[src/hw/rtl/tcn_pkg.sv]
// tcn_pkg: shared constants for the triangle condition number pipeline
// no dependencies; imported by every rtl file of the block
package tcn_pkg;

	localparam int OUT_W   = 32;
	localparam int QB      = 2 * OUT_W;
	localparam int CHUNK   = 32;
	localparam int MUL_LAT = 3;

	typedef logic [OUT_W-1:0] cond_t;

endpackage

[src/hw/rtl/tcn_mul.sv]
// tcn_mul: unsigned multiplier from 32x32-bit partial products, three stages
// depends on tcn_pkg
module tcn_mul import tcn_pkg::*; #(
	parameter int W = 32
) (
	input  logic           clk,
	input  logic           en,
	input  logic [W-1:0]   a,
	input  logic [W-1:0]   b,
	output logic [2*W-1:0] p
);
	localparam int K  = (W + CHUNK - 1) / CHUNK;
	localparam int PW = CHUNK * K;
	localparam int RW = PW + CHUNK;

	logic [PW-1:0]      ap, bp;
	logic [2*CHUNK-1:0] pp_s1 [K][K];
	logic [RW-1:0]      row_d [K];
	logic [RW-1:0]      row_s2 [K];
	logic [2*PW-1:0]    acc_d;
	logic [2*W-1:0]     p_s3;

	assign ap = PW'(a);
	assign bp = PW'(b);

	always_ff @(posedge clk) begin
		if (en) begin
			for (int i = 0; i < K; i++) begin
				for (int j = 0; j < K; j++) begin
					pp_s1[i][j] <= ap[i*CHUNK +: CHUNK] * bp[j*CHUNK +: CHUNK];
				end
			end
		end
	end

	always_comb begin
		for (int i = 0; i < K; i++) begin
			row_d[i] = '0;
			for (int j = 0; j < K; j++) begin
				row_d[i] = row_d[i] + (RW'(pp_s1[i][j]) << (CHUNK * j));
			end
		end
	end

	always_ff @(posedge clk) begin
		if (en) begin
			row_s2 <= row_d;
		end
	end

	always_comb begin
		acc_d = '0;
		for (int i = 0; i < K; i++) begin
			acc_d = acc_d + ((2*PW)'(row_s2[i]) << (CHUNK * i));
		end
	end

	always_ff @(posedge clk) begin
		if (en) begin
			p_s3 <= acc_d[2*W-1:0];
		end
	end

	assign p = p_s3;
endmodule

[config.mk]
export PLATFORM = sky130hd
export DESIGN_NAME = tcn_mul
export DESIGN_NICKNAME = d
export VERILOG_FILES = /design/src/hw/rtl/tcn_pkg.sv /design/src/hw/rtl/tcn_mul.sv
export SDC_FILE = /design/constraint.sdc
export NUM_CORES = 2
export LEC_CHECK = 0
export BUFFER_PORTS_ARGS = -buffer_cell sky130_fd_sc_hd__buf_2
export CAP_MARGIN = 40
export CORE_AREA = 5 5 286 288
export DETAILED_ROUTE_END_ITERATION = 7
export DIE_AREA = 0 0 291 293
export PLACE_DENSITY = 0.67
export SLEW_MARGIN = 40
export SYNTH_ARGS = -nofsm -noshare
export SYNTH_HDL_FRONTEND = slang
export SYNTH_SLANG_ARGS = --single-unit
[constraint.sdc]
create_clock -name clk -period 9.6 [get_ports clk]
set_clock_uncertainty 0.15 [all_clocks]
set_input_delay 2.4 -clock clk [delete_from_list [all_inputs] [get_ports clk]]
set_output_delay 2.4 -clock clk [all_outputs]
set_load 0.01 [all_outputs]
==> results.json <==
{
  "finalSetupViolations": 0,
  "start_kind": "input pin",
  "fp-row-count": 103,
  "clockBufferDepth": 2,
  "grt_util_all_layers": 0.229,
  "yosysTopAreaCell": "fa_1",
  "startpoint": "b[10]",
  "maxSlewViolCount": 0,
  "cap_violations": 0,
  "cts-htree-levels": 4,
  "yosys.area_share.simple": 0.156,
  "cts_tree": "built",
  "crit_required_ps": 9620,
  "synth_top_area_frac": 0.459,
  "synth_nets": 5104,
  "arrival_ps": 9380,
  "core_area_mm2": 0.0786,
  "yosysWarnings": 0,
  "min_period_ps": 9360,
  "netlist_area_mm2": 0.0391,
  "tightestPinTransition_ps": 826,
  "clock_sinks": 192,
  "io_buffer_count": 129,
  "dr.pass1.iters": 6,
  "die_w_um": 291,
  "postRouteAntennaNets": 0,
  "antenna_found_initial": 8,
  "reg2reg_depth": 0,
  "synthDistinctLibCells": 56,
  "initial_core_util": 0.497,
  "ys_seq_elements": 192,
  "synthXorXnorAreaFrac": 0.0141,
  "r2r_setup_slack_ps": 8780,
  "worst_slew_margin_rel": 0.449,
  "dieArea_mm2": 0.0853,
  "nNetsFinal": 5340,
  "grt_max_degree": 110,
  "setup_tns_ps": 0,
  "grt_pass1_wl_mm": 155,
  "clockRootBuffer": "clkbuf_16",
  "wl_mm": 94.6,
  "grt_pass1_vias": 28800,
  "synth-compound-area-share": 0.0346,
  "fmax_mhz": 107,
  "clk_latency_ps": 430,
  "r2r-end": "p[34]",
  "ctsHoldBuffers": 0,
  "die_y_um": 293,
  "drive_gt1_frac": 0.121,
  "r2r_start": "row_s2[34]",
  "crit_path_end_kind": "flip-flop",
  "synth_area_leaders": "fa_1 46%, edfxtp_1 15%, and2_1 9.6%",
  "synth_cells": 3879,
  "synth_area_per_cell_um2": 10.1,
  "overflow": 0,
  "path_class": "in2reg",
  "slowest_delay_ps": 610,
  "post-dp-hpwl_mm": 83.7,
  "min_from": "row_s2[38]",
  "synth-adder-area-share": 0.543,
  "hold_class": "reg2reg",
  "holdPathEnd": "p[38]",
  "gp_congestion": 0.912,
  "cp_max_fo": 12,
  "drcViolationCount": 0,
  "wire_per_inst_um": 18.3,
  "area_delta_synth_final_pct": 10.8,
  "cp_num_buf_inv": 8,
  "min_period_over_period": 0.975,
  "hold_depth": 0,
  "fillers": 6978,
  "clk_pin_slew_ps": 70,
  "path_common_cell": "fa_1",
  "synth_mux_area_frac": 0,
  "via_per_inst": 5.13,
  "ios": 130,
  "status": "finished, final reports clean",
  "finalHoldViolations": 0,
  "drtIter0Drc": 1456,
  "cts_buffers": 17,
  "ys_seq_area_frac": 0.148,
  "cp_top_family": "adder cells",
  "crit_slowest_cell": "fa_2",
  "num_vias": 26500,
  "synth_top_family_by_area": "adder cells"
}
==> metrics by stage <==
stage | cells | utilization | setup slack (ps) | instance area, um^2 | hold slack [ps]
2_1_floorplan | 3879 | - | 105 | 39100 | 250
3_3_place_gp | 5145 | 0.541 | -433 | 42600 | 251
3_5_place_dp | 5145 | 0.541 | -504 | 42600 | 255
4_1_cts | 5175 | 0.549 | 62.8 | 43200 | 264
5_1_grt | 5176 | 0.551 | -6.29 | 43300 | 271
6_report | 5179 | 0.551 | 240 | 43300 | 263
==> cell usage after synthesis, drive strengths merged <==
| cell | n |
|---|---|
| fa | 896 |
| inv | 862 |
| and2 | 601 |
| nand2 | 469 |
| ha | 263 |
| clkbuf | 213 |
| edfxtp | 192 |
| a21oi | 74 |
| o21ai | 41 |
| xnor2 | 37 |
| a21o | 32 |
| nor2 | 31 |
| xor2 | 26 |
| nand4 | 25 |
| nand3 | 16 |
| o21bai | 14 |
| buf | 11 |
| a31oi | 10 |
| and3 | 10 |
| nor2b | 7 |
| nor3 | 6 |
| a21boi | 5 |
| o21a | 5 |
| a311oi | 3 |
| a41oi | 3 |
| nand2b | 3 |
| o211ai | 3 |
| o31ai | 3 |
| a2111oi | 2 |
| a221oi | 2 |
| a311o | 2 |
| o221ai | 2 |
| or3 | 2 |
| a41o | 1 |
| nand3b | 1 |
| nand4b | 1 |
| o22ai | 1 |
| o2bb2ai | 1 |
| o311ai | 1 |
| o31a | 1 |
| or3b | 1 |
==> flip-flops by register name, indices dropped and copies added, names as in the netlist <==
register / cells
p: 64
pp_s1: 64
row_s2: 64
==> cells by family after synthesis <==
kind of cell / after synthesis
AOI/OAI and AO/OA: 206
xor gates and xnor gates: 63
adders and majority gates: 1159
buffers and inverters: 1086
DFF: 192
and+or+nand+nor: 1173
==> placed cells by master, fill, tap and decap left out, types with 5 or more instances in the layout <==
master	n
a31oi_1	9
buf_4	301
edfxtp_1	192
xnor2_1	37
nor2_1	31
a21oi_2	6
clkbuf_16	17
nor2b_1	7
nor3_1	6
and3_1	9
nand3_1	16
o21bai_1	14
buf_2	128
xor2_1	26
fa_1	892
nand2_1	468
a21oi_1	68
a21o_1	32
o21ai_0	28
buf_6	7
o21ai_1	11
and2_1	601
o21a_1	5
nand4_1	24
ha_1	260
inv_1	862
==> what timing repair did <==
item / CTS / global route
gates resized for setup: 1 / 25
endpoints found under the setup margin: 1 / 7
pin swaps: 0 / 7
setup buffers: 0 / 1
==> how the worst max path moves through the flow <==
stage,depth (start not counted),to
4_1_cts,25,pp_s1[0][62]
3_3_place_gp,25,pp_s1[0][62]
6_report,26,pp_s1[0][60]
2_1_floorplan,26,pp_s1[0][62]
3_5_place_dp,25,pp_s1[0][62]
5_1_grt,28,pp_s1[0][60]
==> cell type report <==
class                      instances  area [um^2]  share of cell area
multi-input combinational       2601        29300               0.677
clock buffer                      17          425             0.00983
sequential                       192         5770               0.133
antenna                            3         7.51            0.000173
tap                             1050         1310              0.0303
timing repair buffer             441         3070              0.0710
inverter                         862         3240              0.0747
clock inverter                    13          161             0.00373
==> layer usage <==
layer	wire, um	part of all wire	track usage	vias to the layer above
li1	-	-	-	11900
met1	38300	0.41	0.300	13800
met2	47100	0.50	0.394	729
met3	5660	0.060	0.0364	167
met4	3470	0.037	0.0754	10
met5	61	0.00064	0	-
Power is not shown: default switching activity piles up to over one toggle a cycle in this logic, so the estimate is an artifact.
