**src/hw/rtl/tcn_pkg.sv**
```systemverilog
// tcn_pkg: shared constants for the triangle condition number pipeline
// no dependencies; imported by every rtl file of the block
package tcn_pkg;

	localparam int OUT_W   = 32;
	localparam int QB      = 2 * OUT_W;
	localparam int CHUNK   = 32;
	localparam int MUL_LAT = 3;

	typedef logic [OUT_W-1:0] cond_t;

endpackage

```
**src/hw/rtl/tcn_sqrt.sv**
```systemverilog
// tcn_sqrt: integer square root, one result bit per pipeline stage
// depends on tcn_pkg; QB-bit radicand, OUT_W-bit root
module tcn_sqrt import tcn_pkg::*; (
	input  logic          clk,
	input  logic          en,
	input  logic [QB-1:0] y,
	output cond_t         r
);
	logic [QB-1:0] rem_s [OUT_W-1];
	logic [QB-1:0] res_s [OUT_W];

	for (genvar k = 0; k < OUT_W; k++) begin : g_stage
		logic [QB-1:0] yin, rin, trial, bitv, rnext;
		logic          ge;

		if (k == 0) begin : g_first
			assign yin = y;
			assign rin = '0;
		end else begin : g_next
			assign yin = rem_s[k-1];
			assign rin = res_s[k-1];
		end

		always_comb begin
			bitv  = QB'(1) << (QB - 2 - 2 * k);
			trial = rin + bitv;
			ge    = (yin >= trial);
			rnext = ge ? ((rin >> 1) + bitv) : (rin >> 1);
		end

		always_ff @(posedge clk) begin
			if (en) begin
				res_s[k] <= rnext;
			end
		end

		if (k < OUT_W - 1) begin : g_carry
			always_ff @(posedge clk) begin
				if (en) begin
					rem_s[k] <= ge ? (yin - trial) : yin;
				end
			end
		end
	end

	assign r = res_s[OUT_W-1][OUT_W-1:0];
endmodule

```
**config.mk**
```make
export PLATFORM = sky130hd
export DESIGN_NAME = tcn_sqrt
export DESIGN_NICKNAME = d
export VERILOG_FILES = /design/src/hw/rtl/tcn_pkg.sv /design/src/hw/rtl/tcn_sqrt.sv
export SDC_FILE = /design/constraint.sdc
export NUM_CORES = 2
export LEC_CHECK = 0
export BUFFER_PORTS_ARGS = -buffer_cell sky130_fd_sc_hd__buf_4
export CAP_MARGIN = 20
export CELL_PAD_IN_SITES_DETAIL_PLACEMENT = 2
export CELL_PAD_IN_SITES_GLOBAL_PLACEMENT = 2
export CORE_MARGIN = 10
export CORE_UTILIZATION = 35
export CTS_CLUSTER_SIZE = 20
export DETAILED_ROUTE_END_ITERATION = 12
export PLACE_DENSITY_LB_ADDON = 0.12
export SKIP_CTS_REPAIR_TIMING = 1
export SYNTH_ARGS = -nofsm -noshare
export SYNTH_HDL_FRONTEND = slang
export SYNTH_SLANG_ARGS = --single-unit
```
**constraint.sdc**
```tcl
create_clock -name clk -period 9.9 [get_ports clk]
set_input_delay 1.485 -clock clk [delete_from_list [all_inputs] [get_ports clk]]
set_output_delay 1.485 -clock clk [all_outputs]
set_load 0.005 [all_outputs]
```
==> results.txt <==
The flow ran to the end, and the final reports show no timing, DRC or antenna violations. The final weighted congestion of routability-driven global placement was 0.826. The origin of the worst setup path is rem_s[1][387]. The slew at the pin with the worst max-slew slack is 1.18 ns. The critical path runs through a total of 10 cells. Across the run, the number of max-cap violations was 0. In this run the most critical hold path is launched from rem_s[0][706].

The number of vias per cell works out to 5.35. Counting along the longest clock path gives a buffer depth of 4. The met1 global-route usage was 26.6%; the overall routed net length was 381,000 um. In the final timing run, aggregate negative setup slack is 0 ns. In this run the core area contains 215 standard-cell rows. The total routing usage reported by global routing was 20.2%; the worst hold-check slack was 0.411 ns.

The run gives 20.6% as the worst slew margin relative to its limit. The first detailed-routing pass took 5 iterations. The prevailing post-synth register cell was sky130_fd_sc_hd__edfxtp_1. The type of the tightest min-delay check is reg -> reg. In this run, distinct cell masters in the synthesized netlist total 89.

The wire length per cell after detailed routing was 26.0 um; the chip width was 606 um. The Yosys step of the flow raised 0 warnings. Among cell families on the critical path, the largest total delay comes from simple AND/OR/NAND/NOR gates. The register clock-pin slew on the reported worst setup and hold paths is 0.06 ns, and the number of max-slew violations in the final report is 0. Leaving out fill and tap cells, the most frequent cells in the layout are sky130_fd_sc_hd__edfxtp_1 (2,512), sky130_fd_sc_hd__inv_1 (695), sky130_fd_sc_hd__a21oi_1 (635).

STA puts the critical path data required time at 10.52 ns. The run gives 75,400 um2 as the sequential cell area. The first global-routing pass estimated 568,000 um of wire. For the finished layout, the period the worst path requires is 4.75 ns. The initial antenna violation count was 22; the highest net fanout along the worst path was 50.

The die covers 367,000 um2. The met3 usage is 2.19%, and the buffers plus inverters on the worst setup path is 1. Along the worst hold path, the cell count comes to 0. Net count after synthesis: 10,204. The setup check on the worst reg-to-reg path leaves a slack of 5.15 ns.

The maximum ir drop on the vdd rail was 0.176 mV. Counting flops with a built-in enable in the synthesized netlist gives 2,512. From synthesis to final layout, the design area changed by 13.2%.

The arrival time at the worst endpoint came out at 5.37 ns. The run gives 0 as the residual antenna-violating net count after detailed routing. The die is 606 um tall. The run gives 0.95 ns as the later-pin clock latency in the skew report. Master cell of the clock root buffer: sky130_fd_sc_hd__clkbuf_16.

Number of vias in the routed layout: 78,268. The ratio of cells with drive above 1 in the final layout works out to 7.64%. After detailed routing, the number of remaining DRC violations is 0.

Number of hold violations in the final report: 0. The starting density of the core is 35.1%, and the fill cell instance count of the final layout is 34,730. In this run, the number of DRC markers left after iteration 0 of detailed routing was 5,709.

Summed over all cells, the static leakage comes to 50.7 nW. The average cell area after synthesis works out to 12.5 um2. The most congested layer reported by global routing was met2. Buffers inserted during clock tree synthesis total 300. The slowest stage of the critical path is the sky130_fd_sc_hd__o41ai_1 cell. After synthesis, flip-flops and latches occupy 62.8% of the total area. The highest clock rate is 211 MHz, and the maximum number of pins on one net before global-route repair is 211. The final period utilization is 47.9%. The number of global-route vias before repair came out at 84,551. Longest individual stage delay on the worst path: 0.74 ns.

The startpoint type of the worst setup path was a flip-flop. The share of flip-flops with an asynchronous set or reset came out at 0%. The number of cells on the worst reg-to-reg path is 10. The count of mapped cells out of synthesis came out at 9,580. For the synthesized cell area, the log shows 120,000 um2. The depth of the CTS H-tree is 5.

The worst setup path is of the reg -> reg kind. The post-detailed-placement half-perimeter wirelength was 290,000 um; the number of nets in the final layout was 10,462. For met2 alone, demand over resource in global routing was 35.9%.

The power density of the placed cells was 239 nW/um2. The startpoint identified for the worst register-to-register timing path is rem_s[1][387]. The library cell used most frequently in the layout, excluding fill and tap cells, is sky130_fd_sc_hd__edfxtp_1. TritonCTS built the clock tree. During I/O placement, the number of pins put on the boundary was 98. For this run the aggregate overflow at the end of global routing stands at 0.

Area inside the core boundary: 342,000 um2. Traced cell by cell, the critical path runs through nor4_1 -> and4b_1 -> nand4_1 -> o41ai_1 -> a211oi_4 -> buf_4 -> nor2_1 -> o311ai_0 -> nor3b_1 -> xor2_1. The multi-input combinational cells in the finished layout cover a total of 41,400 um2. In this run the tool buffered the top-level ports with 97 buffer cells.

Nature of the critical path endpoint: a flip-flop. Setup repair after global routing left no endpoint under its margin. Setup violations remaining at the end of the flow were counted as 0. For the clock sink total, the log shows 2,512. The final clock skew was 0.0874 ns; the register bit total from synthesis was 2,512.
synth_stat cells (38+ instances only):
library cell / count / share of area, %
sky130_fd_sc_hd__edfxtp_1: 2512 / 63
sky130_fd_sc_hd__and3_1: 46 / 0.24
sky130_fd_sc_hd__nor3_1: 270 / 1.1
sky130_fd_sc_hd__ha_1: 558 / 5.8
sky130_fd_sc_hd__or2_2: 43 / 0.22
sky130_fd_sc_hd__a211oi_1: 44 / 0.27
sky130_fd_sc_hd__o21ai_0: 450 / 1.9
sky130_fd_sc_hd__nor2_1: 613 / 1.9
sky130_fd_sc_hd__nand2b_1: 94 / 0.49
sky130_fd_sc_hd__nor2b_1: 81 / 0.42
sky130_fd_sc_hd__mux2_2: 72 / 0.67
sky130_fd_sc_hd__nand2_1: 620 / 1.9
sky130_fd_sc_hd__or3_1: 95 / 0.49
sky130_fd_sc_hd__o21bai_1: 46 / 0.29
sky130_fd_sc_hd__xnor2_1: 453 / 3.3
sky130_fd_sc_hd__a21oi_1: 635 / 2.6
sky130_fd_sc_hd__nand3_1: 155 / 0.65
sky130_fd_sc_hd__o21a_1: 98 / 0.61
sky130_fd_sc_hd__or4_1: 73 / 0.46
sky130_fd_sc_hd__clkbuf_1: 187 / 0.58
sky130_fd_sc_hd__nand4_1: 159 / 0.83
sky130_fd_sc_hd__xor2_1: 421 / 3.1
sky130_fd_sc_hd__inv_1: 695 / 2.2
sky130_fd_sc_hd__a31oi_1: 38 / 0.20
sky130_fd_sc_hd__a21o_1: 260 / 1.6
sky130_fd_sc_hd__nor4_1: 327 / 1.7
sky130_fd_sc_hd__nor4b_1: 48 / 0.35
where the power goes:
part | internal [mW] | switching (mW) | leakage [nW]
logic | 2.64 | 4.20 | 21.9
clock network | 6.28 | 4.59 | 4.63
registers | 13.5 | 1.26 | 24.2
metal layers:
layer / up-vias / share of wire, % / wire [um]
met3: 435 / 3.5 / 13200
li1: 36286 / - / -
met2: 1156 / 50 / 192000
met5: - / 0 / 0
met1: 40391 / 44 / 167000
met4: 0 / 2.2 / 8360
per-stage QoR:
stage / setup slack, ns / total power, mW / utilization (%) / cells / cell area [um2]
global route: 4.82 / 34.2 / 39.7 / 14629 / 136000
floorplan: 6.30 / 19.0 / - / 9580 / 120000
finish: 5.15 / 32.5 / 39.7 / 14631 / 136000
CTS: 5.08 / 32.9 / 39.7 / 14620 / 136000
detailed placement: 5.16 / 21.9 / 37.0 / 14085 / 127000
global placement: 5.24 / 21.6 / 37.0 / 14080 / 127000
logic make-up after synthesis:
family                   count (synthesis)  share of synthesized area, %
buffers and inverters                  915                          2.87
multiplexers                            79                         0.733
XOR/XNOR                               874                          6.37
AND/OR/NAND/NOR                       2792                          12.0
flip-flops                            2512                          62.8
AO/OA/AOI/OAI                         1850                          9.49
adder cells (fa/ha/maj)                558                          5.81
sequential cells by signal (all words and copies together) (netlist names):
register,flops
res_s,528
rem_s,1984
final cells by class:
class                      instances  area share, %
multi-input combinational       6153           30.4
timing repair buffer             174           1.06
tap                             4557           4.19
sequential                      2512           55.4
inverter                         697           1.92
clock inverter                   164           1.08
antenna                            3        0.00552
clock buffer                     371           5.88
worst paths after layout:
check / to
setup / recovery: rem_s[1][499]
hold / removal: rem_s[0][770]
setup reg to reg: rem_s[1][499]
hold reg to reg: rem_s[0][770]
No activity file was read; power rests on OpenSTA's default activity.
